File: src/hdl/acs_pkg.sv
package acs_pkg;

    // Shared multiplier: signed operands wide enough for a 24-bit sample or
    // for a zero-extended 24-bit half of a 48-bit word.
    localparam int MUL_W   = 25;
    localparam int PROD_W  = 2 * MUL_W;
    localparam int ACC_W   = 48;
    localparam int HALF_W  = ACC_W / 2;
    localparam int WIDE_W  = 2 * ACC_W;

    // Partial product sequencing for the 48 x 48 squares.
    localparam int PP_CNT_W = 3;
    localparam logic [PP_CNT_W-1:0] PP_LAST = 3'd4;

    // Divide and square root unit.
    localparam int SUB_W    = WIDE_W + 1;
    localparam int QUOT_W   = 32;
    localparam int ROOT_W   = QUOT_W / 2;
    localparam int SQ_REM_W = ROOT_W + 4;
    localparam int ITER_W   = 5;
    localparam int DIV_STEPS  = QUOT_W;
    localparam int SQRT_STEPS = ROOT_W;

    // Result format.
    localparam int SIM_W       = 17;
    localparam int OUT_TDATA_W = 24;
    localparam int OUT_TUSER_W = 2;
    localparam logic [SIM_W-1:0] ONE_Q16 = 17'h10000;

    typedef enum logic [3:0] {
        ST_IDLE,
        ST_AB,
        ST_AA,
        ST_BB,
        ST_ACC,
        ST_DSQ,
        ST_PSQ,
        ST_CMP,
        ST_WAIT,
        ST_FIN
    } acs_state_t;

    typedef enum logic [1:0] {
        DS_IDLE,
        DS_DIV,
        DS_SQRT,
        DS_DONE
    } acs_ds_phase_t;

    typedef struct packed {
        logic busy;
        logic done;
    } acs_ds_status_t;

endpackage

File: src/hdl/acs_mul.sv
module acs_mul
    import acs_pkg::*;
(
    input  logic                     aclk,
    input  logic signed [MUL_W-1:0]  op_a,
    input  logic signed [MUL_W-1:0]  op_b,
    output logic signed [PROD_W-1:0] prod
);

    logic signed [PROD_W-1:0] prod_reg;

    // Registered product; the sequencer reads it in the cycle after issue.
    always_ff @(posedge aclk) begin
        prod_reg <= op_a * op_b;
    end

    assign prod = prod_reg;

endmodule

File: src/hdl/acs_divsqrt.sv
module acs_divsqrt
    import acs_pkg::*;
(
    input  logic                aclk,
    input  logic                aresetn,
    input  logic                start,
    input  logic [WIDE_W-1:0]   num_in,
    input  logic [WIDE_W-1:0]   den_in,
    output acs_ds_status_t      status,
    output logic [ROOT_W-1:0]   root
);

    acs_ds_phase_t       phase_reg, phase_next;
    logic [ITER_W-1:0]   iter_reg;
    logic [WIDE_W-1:0]   rem_reg;
    logic [WIDE_W-1:0]   den_reg;
    logic [QUOT_W-1:0]   quot_reg;
    logic [ROOT_W-1:0]   root_reg;

    logic [SUB_W-1:0]    opx, opy;
    logic [SUB_W:0]      diff;
    logic                ge;
    logic [SQ_REM_W-1:0] rem4, trial;
    logic                div_end, sqrt_end;

    // The quotient 2^32 * num / den is formed first (num < den, so it fits in
    // 32 bits), then its integer square root, two radicand bits per step.
    // Both phases share one subtractor.
    assign rem4  = {rem_reg[SQ_REM_W-3:0], quot_reg[QUOT_W-1 -: 2]};
    assign trial = {2'b00, root_reg, 2'b01};

    always_comb begin
        opx = '0;
        opy = '0;
        case (phase_reg)
            DS_DIV: begin
                opx = {rem_reg, 1'b0};
                opy = {1'b0, den_reg};
            end
            DS_SQRT: begin
                opx = SUB_W'(rem4);
                opy = SUB_W'(trial);
            end
            default: begin
                opx = '0;
                opy = '0;
            end
        endcase
    end

    assign diff     = {1'b0, opx} - {1'b0, opy};
    assign ge       = ~diff[SUB_W];
    assign div_end  = (iter_reg == ITER_W'(DIV_STEPS - 1));
    assign sqrt_end = (iter_reg == ITER_W'(SQRT_STEPS - 1));

    always_comb begin
        phase_next = phase_reg;
        case (phase_reg)
            DS_IDLE: begin
                if (start) phase_next = DS_DIV;
            end
            DS_DIV: begin
                if (div_end) phase_next = DS_SQRT;
            end
            DS_SQRT: begin
                if (sqrt_end) phase_next = DS_DONE;
            end
            DS_DONE: phase_next = DS_IDLE;
            default: phase_next = DS_IDLE;
        endcase
    end

    always_comb begin
        status.busy = 1'b0;
        status.done = 1'b0;
        case (phase_reg)
            DS_IDLE: status.busy = 1'b0;
            DS_DIV, DS_SQRT: status.busy = 1'b1;
            DS_DONE: begin
                status.busy = 1'b1;
                status.done = 1'b1;
            end
            default: status.busy = 1'b0;
        endcase
    end

    always_ff @(posedge aclk) begin
        if (!aresetn) begin
            phase_reg <= DS_IDLE;
            iter_reg  <= '0;
        end else begin
            phase_reg <= phase_next;
            if ((phase_reg == DS_DIV && div_end) || phase_reg == DS_IDLE) begin
                iter_reg <= '0;
            end else begin
                iter_reg <= iter_reg + ITER_W'(1);
            end
        end
    end

    always_ff @(posedge aclk) begin
        case (phase_reg)
            DS_IDLE: begin
                if (start) begin
                    rem_reg  <= num_in;
                    den_reg  <= den_in;
                    quot_reg <= '0;
                end
            end
            DS_DIV: begin
                quot_reg <= {quot_reg[QUOT_W-2:0], ge};
                if (div_end) begin
                    rem_reg  <= '0;
                    root_reg <= '0;
                end else if (ge) begin
                    rem_reg <= diff[WIDE_W-1:0];
                end else begin
                    rem_reg <= opx[WIDE_W-1:0];
                end
            end
            DS_SQRT: begin
                quot_reg <= {quot_reg[QUOT_W-3:0], 2'b00};
                root_reg <= {root_reg[ROOT_W-2:0], ge};
                if (ge) begin
                    rem_reg <= WIDE_W'(diff[SQ_REM_W-1:0]);
                end else begin
                    rem_reg <= WIDE_W'(rem4);
                end
            end
            default: begin
                rem_reg <= rem_reg;
            end
        endcase
    end

    assign root = root_reg;

endmodule

File: src/hdl/abs_cosine_similarity_unit.sv
// Channel   Direction  Beat contents (lowest bit first)                 Handshake
// s_*       in         tdata: elem_a, elem_b; tlast: last pair          s_tvalid/s_tready
// m_*       out        tdata: similarity; tuser: degenerate, overflow   m_tvalid/m_tready
//
// An element pair that is not the last passes through ST_AB, ST_AA, ST_BB and
// ST_ACC before the next acceptance: three products go through the one shared
// multiplier. A last pair goes on through the two 48 x 48 squares cut into
// 24-bit partial products, a compare, the shift and subtract divide (32 steps)
// and square root (16 steps), and the hand-off of the result; a zero norm or a
// saturated ratio skips the divide.
// Reset is synchronous and clears the accumulators; no clearing pass follows.
// A result waits in the output register until taken; the next pair is accepted
// meanwhile, and only the following result waits for the register to free.
module abs_cosine_similarity_unit
    import acs_pkg::*;
#(
    parameter int MAX_LEN      = 1024,
    parameter int SAMPLE_WIDTH = 16
) (
    input  logic                                     aclk,
    input  logic                                     aresetn,
    // s_tdata: elem_a [SAMPLE_WIDTH-1:0], elem_b above it, zero padding to bytes
    input  logic [((2*SAMPLE_WIDTH+7)/8)*8-1:0]      s_tdata,
    input  logic                                     s_tlast,
    input  logic                                     s_tvalid,
    output logic                                     s_tready,
    // m_tdata: similarity [16:0], zero padding [23:17]
    output logic [OUT_TDATA_W-1:0]                   m_tdata,
    // m_tuser: degenerate [0], overflow [1]
    output logic [OUT_TUSER_W-1:0]                   m_tuser,
    output logic                                     m_tvalid,
    input  logic                                     m_tready
);

    // The count saturates at MAX_LEN + 1, which marks an over-long vector.
    localparam int CNT_W = $clog2(MAX_LEN + 2);

    acs_state_t state_reg, state_next;

    logic signed [SAMPLE_WIDTH-1:0] a_reg, b_reg;
    logic                           last_reg;

    logic [ACC_W-1:0]  dot_acc_reg, sumsq_a_acc_reg, sumsq_b_acc_reg;
    logic [CNT_W-1:0]  elem_count_reg;
    logic              acc_en;

    logic [PP_CNT_W-1:0] pp_cnt_reg;
    logic [WIDE_W-1:0]   d_reg, p_reg;
    logic [WIDE_W-1:0]   pp_term;

    logic [SIM_W-1:0] sim_reg;
    logic             degen_reg, ovf_reg;
    logic [SIM_W-1:0] m_sim_reg;
    logic             m_degen_reg, m_ovf_reg, m_tvalid_reg;

    logic signed [MUL_W-1:0]  mul_a, mul_b;
    logic signed [PROD_W-1:0] prod;
    logic [ACC_W-1:0]         mag;
    logic [ACC_W-1:0]         sq_x, sq_y;
    logic                     degen, sat, out_free;

    acs_ds_status_t    ds_status;
    logic              ds_start;
    logic [ROOT_W-1:0] ds_root;

    // Pairs past MAX_LEN still flow through the sequence but add nothing.
    assign acc_en   = (elem_count_reg < CNT_W'(MAX_LEN));
    assign mag      = dot_acc_reg[ACC_W-1] ? (~dot_acc_reg + ACC_W'(1)) : dot_acc_reg;
    assign degen    = (sumsq_a_acc_reg == '0) || (sumsq_b_acc_reg == '0);
    assign sat      = (d_reg >= p_reg);
    assign out_free = ~m_tvalid_reg | m_tready;

    // The squares work on dot^2 first, then sum_a * sum_b.
    assign sq_x = (state_reg == ST_DSQ) ? mag : sumsq_a_acc_reg;
    assign sq_y = (state_reg == ST_DSQ) ? mag : sumsq_b_acc_reg;

    // Next state.
    always_comb begin
        state_next = state_reg;
        case (state_reg)
            ST_IDLE: begin
                if (s_tvalid) state_next = ST_AB;
            end
            ST_AB:  state_next = ST_AA;
            ST_AA:  state_next = ST_BB;
            ST_BB:  state_next = ST_ACC;
            ST_ACC: state_next = last_reg ? ST_DSQ : ST_IDLE;
            ST_DSQ: begin
                if (pp_cnt_reg == PP_LAST) state_next = ST_PSQ;
            end
            ST_PSQ: begin
                if (pp_cnt_reg == PP_LAST) state_next = ST_CMP;
            end
            ST_CMP: state_next = (degen || sat) ? ST_FIN : ST_WAIT;
            ST_WAIT: begin
                if (ds_status.done) state_next = ST_FIN;
            end
            ST_FIN: begin
                if (out_free) state_next = ST_IDLE;
            end
            default: state_next = ST_IDLE;
        endcase
    end

    // Sequencer outputs: handshake, multiplier operands, divider start.
    always_comb begin
        s_tready = 1'b0;
        ds_start = 1'b0;
        mul_a    = '0;
        mul_b    = '0;
        case (state_reg)
            ST_IDLE: s_tready = 1'b1;
            ST_AB: begin
                mul_a = MUL_W'(a_reg);
                mul_b = MUL_W'(b_reg);
            end
            ST_AA: begin
                mul_a = MUL_W'(a_reg);
                mul_b = MUL_W'(a_reg);
            end
            ST_BB: begin
                mul_a = MUL_W'(b_reg);
                mul_b = MUL_W'(b_reg);
            end
            ST_DSQ, ST_PSQ: begin
                // Partial products low*low, low*high, high*low, high*high.
                mul_a = pp_cnt_reg[1] ? {1'b0, sq_x[ACC_W-1:HALF_W]}
                                      : {1'b0, sq_x[HALF_W-1:0]};
                mul_b = pp_cnt_reg[0] ? {1'b0, sq_y[ACC_W-1:HALF_W]}
                                      : {1'b0, sq_y[HALF_W-1:0]};
            end
            ST_CMP: ds_start = ~(degen | sat);
            default: s_tready = 1'b0;
        endcase
    end

    // Weight of the partial product that the multiplier returns this cycle.
    always_comb begin
        case (pp_cnt_reg)
            3'd1:       pp_term = WIDE_W'(prod[ACC_W-1:0]);
            3'd2, 3'd3: pp_term = WIDE_W'(prod[ACC_W-1:0]) << HALF_W;
            3'd4:       pp_term = WIDE_W'(prod[ACC_W-1:0]) << ACC_W;
            default:    pp_term = '0;
        endcase
    end

    acs_mul u_mul (
        .aclk (aclk),
        .op_a (mul_a),
        .op_b (mul_b),
        .prod (prod)
    );

    acs_divsqrt u_divsqrt (
        .aclk    (aclk),
        .aresetn (aresetn),
        .start   (ds_start),
        .num_in  (d_reg),
        .den_in  (p_reg),
        .status  (ds_status),
        .root    (ds_root)
    );

    // Control state and accumulators.
    always_ff @(posedge aclk) begin
        if (!aresetn) begin
            state_reg       <= ST_IDLE;
            pp_cnt_reg      <= '0;
            dot_acc_reg     <= '0;
            sumsq_a_acc_reg <= '0;
            sumsq_b_acc_reg <= '0;
            elem_count_reg  <= '0;
            m_tvalid_reg    <= 1'b0;
        end else begin
            state_reg <= state_next;

            if ((state_reg == ST_DSQ || state_reg == ST_PSQ) && pp_cnt_reg != PP_LAST) begin
                pp_cnt_reg <= pp_cnt_reg + PP_CNT_W'(1);
            end else begin
                pp_cnt_reg <= '0;
            end

            if (acc_en) begin
                if (state_reg == ST_AA) dot_acc_reg     <= dot_acc_reg + prod[ACC_W-1:0];
                if (state_reg == ST_BB) sumsq_a_acc_reg <= sumsq_a_acc_reg + prod[ACC_W-1:0];
                if (state_reg == ST_ACC) begin
                    sumsq_b_acc_reg <= sumsq_b_acc_reg + prod[ACC_W-1:0];
                    elem_count_reg  <= elem_count_reg + CNT_W'(1);
                end
            end else if (state_reg == ST_ACC) begin
                elem_count_reg <= CNT_W'(MAX_LEN + 1);
            end

            if (state_reg == ST_FIN && out_free) begin
                // Result handed off: start the next vector pair from zero.
                dot_acc_reg     <= '0;
                sumsq_a_acc_reg <= '0;
                sumsq_b_acc_reg <= '0;
                elem_count_reg  <= '0;
                m_tvalid_reg    <= 1'b1;
            end else if (m_tready) begin
                m_tvalid_reg <= 1'b0;
            end
        end
    end

    // Payload registers.
    always_ff @(posedge aclk) begin
        if (state_reg == ST_IDLE && s_tvalid) begin
            a_reg    <= s_tdata[SAMPLE_WIDTH-1:0];
            b_reg    <= s_tdata[2*SAMPLE_WIDTH-1:SAMPLE_WIDTH];
            last_reg <= s_tlast;
        end

        if (state_reg == ST_DSQ && pp_cnt_reg != '0) begin
            d_reg <= (pp_cnt_reg == PP_CNT_W'(1)) ? pp_term : d_reg + pp_term;
        end
        if (state_reg == ST_PSQ && pp_cnt_reg != '0) begin
            p_reg <= (pp_cnt_reg == PP_CNT_W'(1)) ? pp_term : p_reg + pp_term;
        end

        if (state_reg == ST_CMP) begin
            degen_reg <= degen;
            ovf_reg   <= (elem_count_reg > CNT_W'(MAX_LEN));
            // A ratio of one or more (above one only after a wrap) saturates at 1.0.
            sim_reg   <= degen ? '0 : ONE_Q16;
        end else if (state_reg == ST_WAIT && ds_status.done) begin
            sim_reg <= SIM_W'(ds_root);
        end

        if (state_reg == ST_FIN && out_free) begin
            m_sim_reg   <= sim_reg;
            m_degen_reg <= degen_reg;
            m_ovf_reg   <= ovf_reg;
        end
    end

    assign m_tvalid = m_tvalid_reg;
    assign m_tdata  = {{(OUT_TDATA_W - SIM_W){1'b0}}, m_sim_reg};
    assign m_tuser  = {m_ovf_reg, m_degen_reg};

`ifndef ASSERT_OFF
    // The divide unit only runs while the sequencer waits for it.
    a_ds_busy_only_waiting: assert property (@(posedge aclk) disable iff (!aresetn)
        ds_status.busy |-> (state_reg == ST_WAIT))
        else $error("divide unit busy outside the wait state");

    // A degenerate result always carries a zero similarity.
    a_degen_zero: assert property (@(posedge aclk) disable iff (!aresetn)
        (m_tvalid && m_tuser[0]) |-> (m_tdata[SIM_W-1:0] == '0))
        else $error("degenerate result with nonzero similarity");

    // The similarity never exceeds 1.0.
    a_sim_range: assert property (@(posedge aclk) disable iff (!aresetn)
        m_tvalid |-> (m_tdata[SIM_W-1:0] <= ONE_Q16))
        else $error("similarity above 1.0");

    // The pair count saturates just past MAX_LEN.
    a_count_range: assert property (@(posedge aclk) disable iff (!aresetn)
        elem_count_reg <= CNT_W'(MAX_LEN + 1))
        else $error("pair count beyond saturation");

    // A beat is taken only when the previous pair has finished its products.
    a_accept_clean: assert property (@(posedge aclk) disable iff (!aresetn)
        (s_tvalid && s_tready) |=> (state_reg == ST_AB))
        else $error("accepted beat did not start the product sequence");
`endif

endmodule

File: config.mk
export PLATFORM = sky130hd
export DESIGN_NAME = abs_cosine_similarity_unit
export DESIGN_NICKNAME = d
export VERILOG_FILES = /design/src/hdl/acs_pkg.sv /design/src/hdl/acs_mul.sv /design/src/hdl/acs_divsqrt.sv /design/src/hdl/abs_cosine_similarity_unit.sv
export SDC_FILE = /design/constraint.sdc
export NUM_CORES = 2
export LEC_CHECK = 0
export BUFFER_PORTS_ARGS = -buffer_cell sky130_fd_sc_hd__buf_2
export CAP_MARGIN = 15
export CORE_MARGIN = 5
export CORE_UTILIZATION = 50
export DETAILED_ROUTE_END_ITERATION = 16
export PLACE_DENSITY = 0.74
export SYNTH_ARGS = -nofsm -noshare
export SYNTH_HDL_FRONTEND = slang
export SYNTH_HIERARCHICAL = 1
export SYNTH_SLANG_ARGS = --single-unit
File: constraint.sdc
create_clock -name aclk -period 11.8 [get_ports aclk]
set_input_delay 1.18 -clock aclk [delete_from_list [all_inputs] [get_ports aclk]]
set_output_delay 1.18 -clock aclk [all_outputs]
set_load 0.05 [all_outputs]
==> results.md <==
- Status: complete, no violations
- Port bufs: 57
- Core area: 0.1622 sq mm
- Num CTS Buffers: 89
- Mapped Area: 0.08129 sq mm
- Filler cell count: 14,939
- Reg-to-Reg Start: dot_acc_reg[10]$_SDFFE_PP0P_
- Slew @ Worst Pin: 1.245 ns
- Worst slack at placement: 1.198 ns
- Antenna-violating nets left: 0
- Hold Path Class: flop to flop
- Worst hold margin: 0.4175 ns
- Initial core utilization: 0.5011
- Clock skew: 0.05587 ns
- R2r worst-path depth: 33
- DRT Pass-1 Iters: 9
- Worst setup EP type: flop
- Die W: 413.2 um
- Arr. time, crit path: 11.35 ns
- # H-tree levels: 3
- Cells after synthesis: 9,390
- Area of the die: 0.1708 sq mm
- Pins Over Slew Limit: 0
- Final #Nets: 10,574
- DR iter-0 viols: 8,069
- First-pass GRT wire length: 416,200 um
- Worst-case clock buffer depth: 3
- Total Routing Usage GR: 0.3153
- Startpoint types: flop
- Tcrit/Tclk final: 0.9082
- Final setup viols: 0
- Post-Route WL: 273,500 um
- GRT met2 Usage: 0.4800
- Die Height: 413.2 um
- Vias per Instance: 6.217
- Critical Path Source: dot_acc_reg[10]$_SDFFE_PP0P_
- CP required: 12.43 ns
- CTS Hold Bufs: 0
- Largest net degree at the start of global routing: 175
- Ys Warns: 6
- Max_slew headroom: 0.1698
- I/O pins: 65
- Unrepaired setup endpoints after global routing: no
- Most used routing layer: met2
- Vias: 71,243
- Clk root buf: clkbuf_16
- TritonCTS clock tree: done
- Avg WL per Cell: 23.86 um
- FMAX: 0.09331 GHz
- Detailed Place HPWL: 213,000 um
- Antenna violations before repair: 12
- CTS resizes: 0
- Worst R2R Setup Slack: 1.08 ns
- M3 GR Usage: 0.06105
- CP Class: flop to flop
- CP max stage delay: 0.88 ns
- CTS sink count: 721
- Fin. Hold Viols: 0
- RePlAce Congestion: 1.034
- Synth-to-Final Area Change: 7.217%
- Final min period: 10.72 ns
- Crit path max fanout: 12
- LEAKAGE: 39.75 nW
- CP most frequent cell: fa_1
- Hold depth: 0
- Clk_lat worst skew: 0.75 ns
- Peak supply drop: 0.3620 mV
- Row Count: 148
- Slowest CP cell: o221ai_2
- Clock slew at reported path FFs: 0.06 ns
- Post-CTS setup repair buffer count: 0
- # Max-Cap Violations: 0
- Overall power: 14.11 mW
- Vias in the first global route: 69,780
- TNS Setup: 0 ns
- Residual DRC: 0
- Layout cells sized above 1: 0.05552
- Final worst slack: 1.083 ns
- HP Start: sim_reg[15]$_SDFFCE_PP0P_
- Met1 GRT Util: 0.4310
- PwrDens: 161.8 mW/mm^2
- Global route total overflow: 0
- Synth Area per Inst: 8.657 sq um
[routing by layer]
layer	routed length [um]	vias up
met5	46	-
met1	112300	34642
met4	15940	6
met2	118300	3612
li1	-	32229
met3	26860	754
[per-stage QoR]
stage | util | instances | area [sq um]
CTS | 0.5370 | 11450 | 87110
global route | 0.5372 | 11452 | 87140
detailed placement | 0.5178 | 11287 | 84000
global placement | 0.5178 | 11287 | 84000
floorplan | - | 9396 | 81320
finish | 0.5373 | 11459 | 87160
[cell usage in the layout (no fill, tap or decap), types with 102 or more instances in the layout]
master	count
o21ai_1	111
a21o_1	329
a21oi_1	786
ha_1	676
and2_1	479
nand3_1	116
fa_1	656
buf_4	151
nand2_1	1063
xnor2_1	296
xor2_1	163
a22o_1	102
inv_1	969
nand4_1	169
edfxtp_1	503
nor2_1	475
o21bai_1	117
o21ai_0	441
dfxtp_1	218
[worst max-delay path, delay by kind of cell (launching register included)]
kind	cells	cell delay [ns]
buffers and inverters	6	0.55
XOR/XNOR	2	0.32
AND/OR/NAND/NOR	11	3.18
AO/OA/AOI/OAI	6	2.14
adder cells (fa/ha/maj)	8	4.00
flip-flops	1	0.38
[path summary, 6_finish.rpt]
path | endpoint
max reg2reg | u_mul/prod[46]$_DFF_P_
min | m_sim_reg[15]$_DFFE_PP_
min reg2reg | m_sim_reg[15]$_DFFE_PP_
max | u_mul/prod[46]$_DFF_P_
[cell type report]
| class | instances | area (sq um) | share of cell area |
|---|---|---|---|
| multi-input combinational | 7212 | 56730 | 0.6508 |
| sequential | 721 | 19470 | 0.2234 |
| inverter | 970 | 3641 | 0.04177 |
| tap | 2175 | 2721 | 0.03122 |
| clock buffer | 110 | 2397 | 0.02750 |
| timing repair buffer | 210 | 1466 | 0.01682 |
| clock inverter | 53 | 719.4 | 0.008254 |
| antenna | 8 | 20.02 | 0.0002297 |
[power breakdown]
group / leakage, nW / total, mW / switching [mW] / internal, mW
clock: 1.49 / 2.93 / 1.23 / 1.70
combinational: 31.8 / 8.06 / 5.15 / 2.91
sequential: 6.42 / 3.12 / 0.257 / 2.86
Note: power is estimated with default switching activity, not from simulation.
